File: src/rtl/core/gfu_pkg.sv
// Shared types and constants for the GELU (tanh form) half-precision unit.
// No dependencies; imported by every module of the block.
package gfu_pkg;

  localparam int unsigned FRAC_BITS = 16;

  // fixed-point word widths along the polynomial path
  localparam int unsigned A_W   = FRAC_BITS + 3;
  localparam int unsigned P1_W  = 2 * A_W;
  localparam int unsigned A2_W  = FRAC_BITS + 6;
  localparam int unsigned P2_W  = A2_W + A_W;
  localparam int unsigned A3_W  = FRAC_BITS + 9;
  localparam int unsigned P3_W  = A3_W + 28;
  localparam int unsigned BB_W  = FRAC_BITS + 5;
  localparam int unsigned SUM_W = FRAC_BITS + 6;
  localparam int unsigned P4_W  = SUM_W + 33;
  localparam int unsigned Z_W   = FRAC_BITS + 7;
  localparam int unsigned P5_W  = Z_W + 33;
  localparam int unsigned U_W   = FRAC_BITS + 8;
  localparam int unsigned K_W   = U_W - FRAC_BITS;
  localparam int unsigned P6_W  = FRAC_BITS + 32;

  localparam logic [27:0] C_CUBE  = 28'd192049463;
  localparam logic [32:0] C_BIG   = 33'd6853776189;
  localparam logic [32:0] C_LOG2E = 33'd6196328019;
  localparam logic [31:0] C_LN2   = 32'd2977044472;

  localparam int unsigned HORNER_N = 12;
  localparam int unsigned DIV_BITS = 33;
  localparam int unsigned QUEUE_DEPTH = 4;
  localparam int unsigned QPTR_W = $clog2(QUEUE_DEPTH);

  localparam logic [15:0] HALF_QNAN    = 16'h7E00;
  localparam logic [15:0] HALF_POS_INF = 16'h7C00;
  localparam logic [15:0] HALF_ZERO    = 16'h0000;

  typedef struct packed {
    logic        valid;
    logic        special;
    logic [15:0] spec_val;
    logic        sign;
    logic [4:0]  ee;
    logic [10:0] m;
    logic        last;
  } side_t;

  typedef struct packed {
    logic [A_W-1:0] a;
    side_t          side;
  } item_t;

endpackage

File: src/rtl/core/gfu_front.sv
// Front stage: decodes the half input, catches specials, forms |x| in fixed point.
// Depends on gfu_pkg.
module gfu_front import gfu_pkg::*; (
  input  logic        clk_i,
  input  logic        rst_ni,
  input  logic        push,
  output logic        full,
  input  logic [15:0] x_half_i,
  input  logic        last_in_i,
  input  logic        qfull_i,
  output logic        qpush_o,
  output item_t       item_o
);

  logic  valid_q, valid_d;
  item_t item_q, item_d;
  logic  adv;

  assign adv     = !valid_q || !qfull_i;
  assign full    = !adv;
  assign qpush_o = valid_q && !qfull_i;
  assign item_o  = item_q;

  always_comb begin
    logic [4:0]  ex;
    logic [9:0]  fr;
    logic [4:0]  ee;
    logic [10:0] m;
    logic [11:0] tmp;
    int          sh;
    ex  = x_half_i[14:10];
    fr  = x_half_i[9:0];
    ee  = (ex != 5'd0) ? ex : 5'd1;
    m   = (ex != 5'd0) ? {1'b1, fr} : {1'b0, fr};
    sh  = int'(ee) - 25 + int'(FRAC_BITS);
    tmp = '0;
    item_d.side.valid    = 1'b1;
    item_d.side.sign     = x_half_i[15];
    item_d.side.ee       = ee;
    item_d.side.m        = m;
    item_d.side.last     = last_in_i;
    item_d.side.special  = 1'b0;
    item_d.side.spec_val = HALF_ZERO;
    if (ex == 5'd31) begin
      item_d.side.special  = 1'b1;
      item_d.side.spec_val = (fr != 10'd0) ? HALF_QNAN :
                             (x_half_i[15] ? HALF_ZERO : HALF_POS_INF);
    end else if (ex >= 5'd18) begin
      item_d.side.special  = 1'b1;
      item_d.side.spec_val = x_half_i[15] ? HALF_ZERO : x_half_i;
    end
    if (sh >= 0) begin
      item_d.a = A_W'(m) << sh;
    end else begin
      tmp      = {m, 1'b0} >> (-sh);
      item_d.a = A_W'(tmp >> 1) + A_W'(tmp[0]);
    end
  end

  always_comb begin
    valid_d = valid_q;
    if (adv) begin
      valid_d = push;
    end
  end

  always_ff @(posedge clk_i or negedge rst_ni) begin
    if (!rst_ni) begin
      valid_q <= 1'b0;
    end else begin
      valid_q <= valid_d;
    end
  end

  always_ff @(posedge clk_i) begin
    if (adv && push) begin
      item_q <= item_d;
    end
  end

endmodule

File: config.mk
export PLATFORM = sky130hd
export DESIGN_NAME = gfu_front
export DESIGN_NICKNAME = d
export VERILOG_FILES = /design/src/rtl/core/gfu_pkg.sv /design/src/rtl/core/gfu_front.sv
export SDC_FILE = /design/constraint.sdc
export NUM_CORES = 1
export LEC_CHECK = 0
export ABC_AREA = 1
export BUFFER_PORTS_ARGS = -buffer_cell sky130_fd_sc_hd__clkbuf_2
export CELL_PAD_IN_SITES_DETAIL_PLACEMENT = 0
export CELL_PAD_IN_SITES_GLOBAL_PLACEMENT = 1
export CORE_UTILIZATION = 40
export CTS_CLUSTER_DIAMETER = 80
export DETAILED_ROUTE_END_ITERATION = 8
export MAX_ROUTING_LAYER = met4
export PLACE_DENSITY = 0.83
export REMOVE_ABC_BUFFERS = 1
export SLEW_MARGIN = 20
export SYNTH_ARGS = -nofsm -noshare
export SYNTH_HDL_FRONTEND = slang
export SYNTH_SLANG_ARGS = --single-unit
File: constraint.sdc
create_clock -name clk_i -period 3.6 [get_ports clk_i]
set_input_delay 0.18 -clock clk_i [delete_from_list [all_inputs] [get_ports clk_i]]
set_output_delay 0.18 -clock clk_i [all_outputs]
set_load 0.005 [all_outputs]
==> out/qor.json <==
{
  "drt": {
    "avgRoutedWirePerCell_um": 14.73,
    "firstDrtPassIters": 7,
    "totalWireLength_um": 11990,
    "per_cell_via_count_in_the_routed_design": 5.108,
    "drc": 0,
    "detail_route.iter0.violations": 324,
    "routed-via-count": 4158,
    "ant_nets": 0
  },
  "timing": {
    "finalHoldViolCount": 0,
    "period_minus_slack_ps": 4099,
    "final.period_utilization": 1.139,
    "maxSlewViolCount": 0,
    "setup-violations-final": 11,
    "grt_setup_unrepaired": "true",
    "max_slew.worst_pin.slew_ps": 548.9,
    "worst_slew_margin_rel": 0.6332,
    "timing.final.ws_setup_ps": -499.2,
    "max_clock_freq_mhz": 244.0,
    "final.hold.worst_slack_ps": 43.15,
    "finClkSkew_ps": 6.881
  },
  "clock_network": {
    "cts_tree": "built",
    "total_number_of_h_tree_levels": 2,
    "cts-root-buf": "clkbuf_8",
    "cts_made_buffers": 5,
    "clk_buf_depth": 2,
    "source_to_sink_clock_delay_at_the_later_pin_of_the_worst_skew_pair_ps": 320,
    "cts.reportedPaths.clkPinSlew_ps": 100,
    "cts_num_sinks": 54
  },
  "pwr": {
    "power.share.switching": 0.3246,
    "p_clk_frac": 0.236,
    "power.switching_w": 0.0005723,
    "design_power_total_w": 0.001763,
    "total_leakage_power_nw": 2.640,
    "p_int_w": 0.001190,
    "largest_vdd_supply_drop_uv": 222.5,
    "seq_power_share": 0.421,
    "share_comb_of_total_power": 0.343,
    "power_density_nw_per_um2": 306.9
  },
  "synth": {
    "async_flop_share": 0.01852,
    "synth_top_cell_area_share": 0.4008,
    "ys_seq_area_frac": 0.4071,
    "synth_enable_flop_cells": 53,
    "synthCells": 510,
    "yosysUniqueCellTypes": 48,
    "synth.yosys.warnings": 0,
    "cell_type_with_the_highest_aggregate_area_in_the_netlist": "edfxtp_1",
    "synth.cells.most_frequent": "nand2_1 (126), inv_1 (66), edfxtp_1 (53)",
    "postSynthAreaPerCell_sq_um": 7.787,
    "synth_area_sq_um": 3971,
    "synth_top_cells_by_area": "edfxtp_1 (40%), nand2_1 (12%), inv_1 (6.2%), o21ai_0 (5.5%), nand3_1 (4.2%)",
    "ys.flop_type": "edfxtp_1",
    "synthMostInstantiatedCell": "nand2_1",
    "ys_seq_elements": 54
  },
  "worst_hold_path": {
    "hold_path_class": "input pin to register"
  },
  "final_layout": {
    "post_route_cells_drive_above_1_share": 0.4273,
    "areaGrowthSynthToFinish_pct": 44.61,
    "diodes_inserted": 0,
    "fin_nets": 715
  },
  "worst_setup_path": {
    "critical-path-slowest-cell": "nor4_4",
    "timing.critical_path.slowest_cell_delay_ps": 340,
    "path_class": "input pin to register",
    "cp_common_cell": "buf_4",
    "worst_setup_path_end_kind": "register",
    "regToRegSetupSlack_ps": 1800,
    "worst_ep_required_time_ps": 3660,
    "setup.worst_path.start_class": "input pin",
    "max_fanout_on_critical_path": 13,
    "worstPathArrival_ps": 4160
  },
  "global_routing": {
    "grt_max_degree": 35,
    "grt_overflow_total": 0,
    "number_of_antenna_violations_at_the_first_check_in_global_routing": 0,
    "global_route_usage_over_all_layers": 0.2499,
    "via_count_of_the_first_global_routing_pass": 4036,
    "grt_first_pass_wirelength_um": 19310
  },
  "die": {
    "placeableCoreArea_sq_um": 9684,
    "initial_core_utilization": 0.4101,
    "fp-row-count": 36,
    "die_area_sq_um": 10330,
    "die_w_um": 101.6,
    "io_pins": 78,
    "die-height_um": 101.6
  },
  "placed_design": {
    "detailed_place_hpwl_um": 8543,
    "place.port_buffers": 75,
    "routabilityCongestion": 0.8958
  },
  "status": {
    "run_status": "finished with violations",
    "failed_checks": "negative setup slack"
  },
  "job": {
    "max-cap-violations": 0
  }
}
## power by group through the flow
stage | Sequential (W) | Combinational (W) | Clock [W]
3_3_place_gp | 0.000756 | 0.000480 | 0
3_5_place_dp | 0.000757 | 0.000485 | 0
6_report | 0.000742 | 0.000605 | 0.000416
2_1_floorplan | 0.000764 | 0.000266 | 0
5_1_grt | 0.000746 | 0.000668 | 0.000446
4_1_cts | 0.000743 | 0.000557 | 0.000428
## layout by cell type (no fill, tap or decap), types with 3 or more instances in the layout
master / n
nor3_2: 3
nand3_2: 13
ha_4: 8
a21oi_2: 5
nand3_1: 25
buf_4: 104
a21oi_1: 13
inv_1: 61
nor3_1: 6
edfxtp_1: 53
nand3_4: 6
o21ai_1: 4
buf_6: 7
clkbuf_8: 6
inv_4: 3
o21ai_0: 36
o21ai_2: 7
inv_2: 14
ha_1: 5
nand2_1: 118
nor2_2: 3
nor2_4: 8
nand2_2: 11
a31oi_1: 3
clkbuf_2: 71
nor2_1: 35
o22ai_1: 3
nand4_1: 13
## kinds of logic after synthesis
logic type	Yosys count	synth area share
AO/OA/AOI/OAI	82	0.1172
adder cells (fa/ha/maj)	14	0.04600
buffers and inverters	103	0.1074
XOR/XNOR	2	0.008191
flip-flops	54	0.4071
AND/OR/NAND/NOR	253	0.3122
other	2	0.001891
## state kept, by name, indices dropped and copies added (netlist names)
register and count:
item_o 53, valid_q 1
## per-layer routing
metal	global-route usage	share of wire	wire length, um
met5	-	0	0
met4	0.1037	0.030	354
met3	0.03382	0.061	728
met2	0.4158	0.49	5926
met1	0.3038	0.42	4978
## cell type report
class	instances	area [sq um]
inverter	80	315.3
timing repair inverter	1	7.507
fill	849	3941
timing repair buffer	185	1254
sequential	54	1617
tap	133	166.4
multi-input combinational	353	2266
clock buffer	5	68.82
clock inverter	3	48.80
## final timing paths
check / start / endpoint / cells after the start
max in group asynchronous: rst_ni / valid_q / 2
setup / recovery: x_half_i[11] / item_o[40] / 27
setup reg to reg: valid_q / item_o[15] / 4
hold / removal: last_in_i / item_o[0] / 1
hold reg to reg: valid_q / valid_q / 2
min in group asynchronous: rst_ni / valid_q / 2
## critical path: cells and delay by family
kind	cells	cell delay [ps]
buf+inv	10	1390
simple gates	8	1030
compound gates	5	740
fa+ha+maj	4	820
## through the flow
stage	TNS, ps	cell area, sq um	cells	util	setup WS [ps]
after CTS	-3399	5517	810	0.5696	-388.8
final	-4349	5743	814	0.5930	-499.2
after detailed placement	-11190	4937	767	0.5098	-1117
after global routing	-7310	5743	814	0.5930	-763.7
after floorplan	-11390	3847	487	-	-1168
after global placement	-10140	4937	767	0.5098	-1008
## what timing repair did
action	in CTS	in global routing
setup buffers	36	7
gates resized for setup	48	50
pin swaps	31	29
hold buffers	1	0
endpoints found under the setup margin	12	19
gates cloned	1	0
endpoints found under the hold margin	1	0
(Power assumes the default switching activity.)
