### src/rtl/core/gfu_pkg.sv
// Shared types and constants for the GELU (tanh form) half-precision unit.
// No dependencies; imported by every module of the block.
package gfu_pkg;

  localparam int unsigned FRAC_BITS = 16;

  // fixed-point word widths along the polynomial path
  localparam int unsigned A_W   = FRAC_BITS + 3;
  localparam int unsigned P1_W  = 2 * A_W;
  localparam int unsigned A2_W  = FRAC_BITS + 6;
  localparam int unsigned P2_W  = A2_W + A_W;
  localparam int unsigned A3_W  = FRAC_BITS + 9;
  localparam int unsigned P3_W  = A3_W + 28;
  localparam int unsigned BB_W  = FRAC_BITS + 5;
  localparam int unsigned SUM_W = FRAC_BITS + 6;
  localparam int unsigned P4_W  = SUM_W + 33;
  localparam int unsigned Z_W   = FRAC_BITS + 7;
  localparam int unsigned P5_W  = Z_W + 33;
  localparam int unsigned U_W   = FRAC_BITS + 8;
  localparam int unsigned K_W   = U_W - FRAC_BITS;
  localparam int unsigned P6_W  = FRAC_BITS + 32;

  localparam logic [27:0] C_CUBE  = 28'd192049463;
  localparam logic [32:0] C_BIG   = 33'd6853776189;
  localparam logic [32:0] C_LOG2E = 33'd6196328019;
  localparam logic [31:0] C_LN2   = 32'd2977044472;

  localparam int unsigned HORNER_N = 12;
  localparam int unsigned DIV_BITS = 33;
  localparam int unsigned QUEUE_DEPTH = 4;
  localparam int unsigned QPTR_W = $clog2(QUEUE_DEPTH);

  localparam logic [15:0] HALF_QNAN    = 16'h7E00;
  localparam logic [15:0] HALF_POS_INF = 16'h7C00;
  localparam logic [15:0] HALF_ZERO    = 16'h0000;

  typedef struct packed {
    logic        valid;
    logic        special;
    logic [15:0] spec_val;
    logic        sign;
    logic [4:0]  ee;
    logic [10:0] m;
    logic        last;
  } side_t;

  typedef struct packed {
    logic [A_W-1:0] a;
    side_t          side;
  } item_t;

endpackage

### src/rtl/core/gfu_queue.sv
// Short item queue between the front and the arithmetic back end.
// Depends on gfu_pkg.
module gfu_queue import gfu_pkg::*; (
  input  logic  clk_i,
  input  logic  rst_ni,
  input  logic  push_i,
  input  item_t item_i,
  output logic  full_o,
  input  logic  pop_i,
  output logic  empty_o,
  output item_t item_o
);

  item_t            mem_q [QUEUE_DEPTH];
  logic [QPTR_W-1:0] wptr_q, wptr_d, rptr_q, rptr_d;
  logic [QPTR_W:0]   cnt_q, cnt_d;
  logic              do_push, do_pop;

  assign full_o  = (cnt_q == (QPTR_W+1)'(QUEUE_DEPTH));
  assign empty_o = (cnt_q == '0);
  assign do_push = push_i && !full_o;
  assign do_pop  = pop_i && !empty_o;
  assign item_o  = mem_q[rptr_q];

  always_comb begin
    wptr_d = do_push ? wptr_q + 1'b1 : wptr_q;
    rptr_d = do_pop ? rptr_q + 1'b1 : rptr_q;
    cnt_d  = cnt_q + (QPTR_W+1)'(do_push) - (QPTR_W+1)'(do_pop);
  end

  always_ff @(posedge clk_i or negedge rst_ni) begin
    if (!rst_ni) begin
      wptr_q <= '0;
      rptr_q <= '0;
      cnt_q  <= '0;
    end else begin
      wptr_q <= wptr_d;
      rptr_q <= rptr_d;
      cnt_q  <= cnt_d;
    end
  end

  always_ff @(posedge clk_i) begin
    if (do_push) begin
      mem_q[wptr_q] <= item_i;
    end
  end

endmodule

### config.mk
export PLATFORM = sky130hd
export DESIGN_NAME = gfu_queue
export DESIGN_NICKNAME = d
export VERILOG_FILES = /design/src/rtl/core/gfu_pkg.sv /design/src/rtl/core/gfu_queue.sv
export SDC_FILE = /design/constraint.sdc
export NUM_CORES = 1
export LEC_CHECK = 0
export BUFFER_PORTS_ARGS = -buffer_cell sky130_fd_sc_hd__clkbuf_2
export CORE_MARGIN = 2
export CORE_UTILIZATION = 57
export CTS_CLUSTER_SIZE = 25
export DETAILED_ROUTE_END_ITERATION = 6
export GPL_ROUTABILITY_DRIVEN = 0
export PLACE_DENSITY = 0.9
export SLEW_MARGIN = 15
export SYNTH_ARGS = -nofsm -noshare
export SYNTH_HDL_FRONTEND = slang
export SYNTH_SLANG_ARGS = --single-unit
### constraint.sdc
create_clock -name clk_i -period 2.9 [get_ports clk_i]
set_clock_uncertainty 0.1 [all_clocks]
set_input_delay 0.58 -clock clk_i [delete_from_list [all_inputs] [get_ports clk_i]]
set_output_delay 0.58 -clock clk_i [all_outputs]
set_load 0.005 [all_outputs]
==> results of run 1 <==
[cell usage in the layout (no fill, tap or decap), types with 3 or more instances in the layout]
cell type,synthesis,final
edfxtp_1,220,220
clkbuf_2,0,115
mux4_2,55,55
clkbuf_16,0,23
buf_4,2,7
inv_1,6,6
ha_1,6,6
clkbuf_1,1,6
clkinv_1,0,6
dfrtp_1,7,5
nand2b_1,4,4
xnor2_1,4,4
and3b_2,0,4
buf_12,0,4
clkinv_2,0,3
[power by group]
group | switching, mW | internal (mW) | total [mW]
clock network | 1.10 | 1.46 | 2.56
logic | 1.27 | 1.41 | 2.67
registers | 0.304 | 4.33 | 4.64
[routing by layer]
layer / share of wire / up-vias / wire length (µm) / GRT usage
met5: 0 / - / 0 / 0
li1: - / 1687 / - / -
met2: 0.52 / 110 / 7199 / 0.3008
met3: 0.055 / 18 / 771 / 0.04022
met1: 0.41 / 1975 / 5792 / 0.2505
met4: 0.014 / 0 / 199 / 0.04444
[registers in the layout, indices dropped and copies added (netlist names)]
register  flops
cnt_q         3
mem_q       220
rptr_q        2
wptr_q        2
[worst paths after layout]
check	startpoint	endpoint	slack, ps	cells after the start
max in group asynchronous	rst_ni	rptr_q[0]	2150	2
setup / recovery	rptr_q[0]	item_o[1]	110	3
hold reg to reg	wptr_q[1]	wptr_q[1]	530	2
min in group asynchronous	rst_ni	wptr_q[0]	360	2
setup reg to reg	cnt_q[0]	cnt_q[2]	570	8
hold / removal	item_i[49]	mem_q[0][49]	210	1
[kinds of logic (layout without fill, tap and decap cells)]
logic type	Yosys count	after routing	synth area share
flops	227	227	0.8076
buf+inv	18	174	0.01326
xor+xnor	4	4	0.004172
fa+ha+maj	7	7	0.01132
compound gates	4	4	0.003725
simple gates	13	13	0.01237
mux	55	55	0.1475
[worst reg2reg max path: stages (launching register included)]
cell	delay, ps
dfrtp_1	460
o31ai_1	380
inv_1	90
ha_1	280
inv_1	40
ha_1	180
fa_1	380
xnor2_1	200
xnor2_1	150
[layout make-up]
| cell class | count | area share |
|---|---|---|
| clock buffer | 29 | 0.06025 |
| multi-input combinational | 83 | 0.1520 |
| tap | 184 | 0.02319 |
| clock inverter | 12 | 0.006177 |
| inverter | 6 | 0.002269 |
| timing repair buffer | 127 | 0.07236 |
| sequential | 227 | 0.6837 |
[timing repair]
item,4_1_cts,5_1_grt
setup buffers,0,0
hold buffers,1,0
hold endpoints to repair,7,0
==> metrics, run 1 <==
final hold violation count 0; max_slew headroom 0.6574; Final Power 9.869 mW; Port Buffers 115; placed cells 626; WL final 13960 µm; Worst Path Buf+Inv 2; setup_tns 0 ps; root buffer cell clkbuf_16; Filler Cell Count 877; delay-heaviest family, CP flip-flops; register area 0.006787 mm²; Placed Area 0.009256 mm²; GR Util All Layers 0.1809; Syn Inst Count 328; P&R area growth vs syn 18.21%; DR WL/cell 20.90 µm; Final #Nets 534; critical path data arrival time 2110 ps; Final Non-Filler Cells 668; Post-Synthesis Cell Area 0.008397 mm²; Yosys cell types 20; largest net degree at the start of global routing 56; die width 125.4 µm; share of layout cells above drive strength 1 0.4483; Clock Latency Late Sink 490 ps; RSZ-0062 raised after global routing false; crit-path cells buf_12 > mux4_2 > clkbuf_2; Ports 116; most frequent cells after synthesis edfxtp_1, mux4_2, dfrtp_1, ha_1, inv_1; largest cells by area after synthesis edfxtp_1, mux4_2, dfrtp_1; count leader, synth edfxtp_1; worst setup path category reg -> out; H-tree levels 1; maxcap violations 0; CTS sink count 227; initial antenna violation count 0; final setup vio count 0; critical path endpoint category output pin; WP data required 2220 ps; TritonCTS clock tree built; number of enable flip-flop cells after synthesis 220; Tightest Hold Check Type in -> reg; Tmin final 2786 ps; Max Freq 359.0 MHz; Synth Flop Type edfxtp_1; Pleak 3.457 nW; Final ANT Viol Nets 0; post-CTS sizing 0; multi-input logic area 0.001509 mm²; maximum clock path buffer count 3; fin area 0.009926 mm²; Die H 125.4 µm; die area 0.01572 mm²; vias in the first global route 4065; critical path's largest stage delay 620 ps; DRC 0; setup ws final 114.3 ps; status completed; Synth area leader edfxtp_1; Crit-path slowest cell dfrtp_4; synthesized flop and latch total 227; GRT overflow 0; first-pass GRT wire length 21950 µm; final hold slack 206.1 ps; CP max FO 27; initial drt markers 194; Async SR Flop Fraction 0.03084; Vias/cell 5.674; syn avg cell area 25.60 µm²; total number of vias 3790; post-synth top area share 0.7868; Cell Pwr Density 994.3 mW/mm²; HPWL after detailed placement 8579 µm; max-slew violations 0; Rows 44; diode count 0; Synthesized Nets 394; CTS Buf Count 23; Tcrit/Tclk final 0.9606; worst vdd ir 0.0007704 V; register area share after synthesis 0.8076; critical path startpoint category flop; Post-Route Utilization 0.6855; Core Area 0.01448 mm²; Worst-Margin Slew 513.9 ps; initial core utilization 0.5799; CTS clock-pin slew for the worst setup and hold paths 60 ps; Place WS 582.4 ps; YS warnings 0; Detailed Routing Iterations Pass 1 4
Power figures use the tool's default switching activity.
==> run 2, diff against run 1 <==
PLACE_DENSITY = 0.79   (was 0.9)
==> run 2 against run 1 <==
Effect of this change: die area is the same; fmax grew 7.2%; count of clock-buffer cells in the layout grew 1; critical path type unchanged.
==> metrics, run 2 (synthesis results as in run 1) <==
Filler Cell Count 899; Vias/cell 5.679; M3 GR Usage 0.03124; Ports 116; multi-input logic area 0.001509 mm²; Worst-Margin Slew 484.2 ps; reg2reg end cnt_q[2]; setup_tns 0 ps; Final ANT Viol Nets 0; Largest Register mem_q; DRC 0; GRT overflow 0; Top Usage Layer GRT met2; DR WL/cell 21.73 µm; die width 125.4 µm; met2 usage 0.3095; share of layout cells above drive strength 1 0.4583; status completed; die area 0.01572 mm²; setup ws final 300.5 ps; max reg flops 220; Port Buffers 115; critical path startpoint category flop; first-pass GRT wire length 22630 µm; root buffer cell clkbuf_16; critical path data arrival time 1920 ps; sequential share of power 0.457; worst setup path category reg -> out; critical path endpoint category output pin; final hold violation count 0; Pleak 3.482 nW; leading cell type in the layout, fill and taps excluded edfxtp_1; TritonCTS clock tree built; Clock power frac 0.262; final hold slack 209.5 ps; worst vdd ir 0.0006154 V; P_sw 2.701 mW; CP max FO 35; max_slew headroom 0.6731; Rows 44; total number of vias 3771; final setup vio count 0; vias in the first global route 4024; CP startpoint rptr_q[1]; Regs by FF count mem_q x220, cnt_q x3; H-tree levels 1; Reg2Reg Depth 8; Detailed Routing Iterations Pass 1 4; CTS Buf Count 22; Place WS 545.0 ps; GR Util All Layers 0.1884; CTS sink count 227; Reg2Reg Launch Point cnt_q[2]; Hold-fix buffers, CTS 1; largest net degree at the start of global routing 56; Die H 125.4 µm; maxcap violations 0; Clock Latency Late Sink 480 ps; initial antenna violation count 0; P&R area growth vs syn 18.76%; WL final 14430 µm; WP data required 2220 ps; Comb power frac 0.281; internal cell power 7.284 mW; Tightest Hold Check Type in -> reg; Placed Area 0.009294 mm²; initial core utilization 0.5799; M1 GR Usage 0.2656; diode count 0; Cell Pwr Density 1001 mW/mm²; Tcrit/Tclk final 0.8964; setup bufs post-CTS 0; max-slew violations 0; register area 0.006787 mm²; HPWL after detailed placement 8812 µm; initial drt markers 292; post-CTS sizing 0; CP endpoint item_o[17]; most frequent cells in the layout edfxtp_1, clkbuf_2, mux4_2; r2r setup slk 500 ps; RSZ-0062 raised after global routing false; maximum clock path buffer count 3; switching share of power 0.2705; Max Freq 384.7 MHz; Tmin final 2599 ps; Final #Nets 533; fin area 0.009972 mm²; Core Area 0.01448 mm²; Final Power 9.984 mW; CTS clock-pin slew for the worst setup and hold paths 60 ps
==> run 2: changes by cell type in the layout (fill, tap and decap cells not counted) <==
| cell | previous run | this run |
|---|---|---|
| clkinvlp_4 | 2 | 1 |
| clkinv_4 | 1 | 0 |
| buf_12 | 4 | 7 |
| clkinv_1 | 6 | 1 |
| clkinv_2 | 3 | 5 |
| clkbuf_1 | 6 | 4 |
| buf_4 | 7 | 4 |
| clkbuf_8 | 0 | 3 |
==> run 2: routing by layer <==
layer  wire [µm]  vias up
met1        6016     1950
li1            -     1685
met2        7455      112
met3         683       24
met4         274        0
met5           0        -
==> run 2: worst min-delay path by stage <==
| stage | from | endpoint | slack (ps) | cells after the start |
|---|---|---|---|---|
| 4_1_cts | item_i[54] | mem_q[0][54] | 190 | 1 |
| 5_1_grt | item_i[40] | mem_q[1][40] | 190 | 1 |
| 2_1_floorplan | rst_ni | cnt_q[0] | 180 | 0 |
| 3_5_place_dp | rst_ni | cnt_q[1] | 330 | 1 |
| 6_report | item_i[40] | mem_q[1][40] | 210 | 1 |
| 3_3_place_gp | rst_ni | cnt_q[0] | 320 | 1 |
==> run 2: power groups by stage <==
stage	registers [mW]	clock network (mW)	logic [mW]
floorplan	4.54	0	1.80
global placement	4.58	0	2.82
detailed placement	4.64	0	2.88
CTS	4.57	2.67	2.89
global route	4.63	2.79	3.03
finish	4.57	2.61	2.81
==> run 2: through the flow <==
step | utilization | cells
after global placement | 0.6419 | 626
after CTS | 0.6887 | 664
after global routing | 0.6887 | 664
after detailed placement | 0.6419 | 626
final | 0.6887 | 664
after floorplan | - | 328
==> run 2: worst max-delay path, stage by stage, from the launching register on <==
cell      delay (ps)
dfrtp_2          620
buf_12           290
mux4_2           370
clkbuf_2         130
==> run 2: area by class of cell <==
cell class,instances,share of cell area
clock buffer,30,0.06336
sequential,227,0.6806
inverter,6,0.002258
multi-input combinational,83,0.1513
tap,184,0.02309
clock inverter,7,0.003639
timing repair buffer,127,0.07578
==> run 3, diff against run 2 <==
--- a/config.mk
+++ b/config.mk
@@ -7,2 +7,3 @@
 export LEC_CHECK = 0
+export ABC_CLOCK_PERIOD_IN_PS = 2900
 export BUFFER_PORTS_ARGS = -buffer_cell sky130_fd_sc_hd__clkbuf_2
==> constraint.sdc (replaced) <==
create_clock -name clk_i -period 2.9 [get_ports clk_i]
set_clock_uncertainty 0.1 [all_clocks]
set_input_delay 0.145 -clock clk_i [delete_from_list [all_inputs] [get_ports clk_i]]
set_output_delay 0.145 -clock clk_i [all_outputs]
set_load 0.005 [all_outputs]
==> run 3 against run 2 <==
Effect of this change: hold slack gained 110 ps; critical path type unchanged; setup slack gained 160 ps; sequential share of layout area shrank 3.7 points; highest routed layer unchanged.
==> metrics, run 3 (synthesis results as in run 1) <==
Detailed Routing Iterations Pass 1 4; Vias/cell 5.564; Post-Route Utilization 0.7282; setup_tns 0 ps; P&R area growth vs syn 25.57%; Final #Nets 591; setup bufs post-CTS 0; WP data required 2650 ps; Worst Path Buf+Inv 2; Rows 44; Filler Cell Count 837; met2 usage 0.3456; Die H 125.4 µm; initial antenna violation count 0; DR WL/cell 20.86 µm; max reg flops 220; status completed; Core Area 0.01448 mm²; CP max FO 17; worst setup path category reg -> out; TritonCTS clock tree built; Placed Area 0.009281 mm²; delay-heaviest family, CP flip-flops; HPWL after detailed placement 8813 µm; initial drt markers 305; Tmin final 2440 ps; RSZ-0062 raised after global routing false; critical path endpoint category output pin; largest net degree at the start of global routing 36; Tcrit/Tclk final 0.8414; vias in the first global route 4309; Cell Pwr Density 947.9 mW/mm²; crit-path cells buf_4 > mux4_2 > clkbuf_2; final hold violation count 0; die width 125.4 µm; CTS clock-pin slew for the worst setup and hold paths 60 ps; max_slew headroom 0.5977; M3 GR Usage 0.03166; Worst-Margin Slew 603.4 ps; GRT overflow 0; post-CTS sizing 0; Max Freq 409.8 MHz; critical path's largest stage delay 660 ps; critical path startpoint category flop; GR Util All Layers 0.1959; Regs by FF count mem_q x220, cnt_q x3; Final ANT Viol Nets 0; Port Buffers 115; M1 GR Usage 0.2540; H-tree levels 1; final setup vio count 0; fin area 0.01054 mm²; most frequent cells in the layout edfxtp_1, clkbuf_2, dlygate4sd3_1; Largest Register mem_q; initial core utilization 0.5799; total number of vias 4034; root buffer cell clkbuf_16; die area 0.01572 mm²; WL final 15130 µm; Pleak 3.711 nW; max-slew violations 0; DRC 0; leading cell type in the layout, fill and taps excluded edfxtp_1; maxcap violations 0; diode count 0; Place WS 543.3 ps; Crit-path slowest cell dfrtp_4; Ports 116; CTS sink count 227; CTS Buf Count 22; Top Usage Layer GRT met2; setup ws final 460.1 ps; Tightest Hold Check Type in -> reg; critical path data arrival time 2190 ps; first-pass GRT wire length 23540 µm; maximum clock path buffer count 3; Final Power 9.995 mW; share of layout cells above drive strength 1 0.4122; worst vdd ir 0.0005923 V; Clock Latency Late Sink 490 ps
run 3: final cells by class:
class                   count  area [µm²]  share of cell area
flip-flops and latches    227        6787              0.6436
repair buffers            185        1324              0.1255
clock inverters            15       88.84            0.008425
inverters                   6       22.52            0.002136
well taps                 184       230.2             0.02183
clock buffers              25       583.1             0.05530
multi-input cells          83        1509              0.1431
run 3: metal layers:
layer	vias to the layer above	wire length, µm	share of wire
li1	1798	-	-
met1	2079	5996	0.40
met2	134	8126	0.54
met3	23	692	0.046
met4	0	310	0.020
met5	-	0	0
run 3: worst paths after layout:
path	startpoint	endpoint	slack (ps)	cells past startpoint
worst max-delay path	rptr_q[0]	item_o[43]	460	3
worst min-delay path	item_i[54]	mem_q[0][54]	320	2
worst max register to register	cnt_q[1]	cnt_q[2]	530	8
max in group asynchronous	rst_ni	rptr_q[0]	1920	3
min in group asynchronous	rst_ni	cnt_q[0]	500	3
worst min register to register	wptr_q[1]	wptr_q[1]	520	2
run 3: worst reg2reg max path: cells and delay by family, from the launching register on:
kind / cells / cell delay (ps)
adders and majority gates: 3 / 850
DFF: 1 / 450
AOI/OAI and AO/OA: 1 / 400
xor gates and xnor gates: 2 / 340
buffers and inverters: 2 / 150
run 3: where the power goes:
group,switching (mW),internal (mW),leakage (nW)
combinational,1.28,1.46,1.29
clock,1.14,1.45,0.323
sequential,0.329,4.33,2.10
total,2.75,7.24,3.71
run 3: per-stage QoR:
| stage | hold slack, ps | cells |
|---|---|---|
| final | 315.2 | 725 |
| after detailed placement | -109.8 | 626 |
| after floorplan | -250.6 | 328 |
| after CTS | 302.2 | 725 |
| after global routing | 317.0 | 725 |
| after global placement | -111.9 | 626 |
run 3: timing repair:
| item | CTS | global route |
|---|---|---|
| hold endpoints to repair | 231 | 0 |
| hold buffers | 59 | 0 |
| setup endpoints to repair | 0 | 0 |
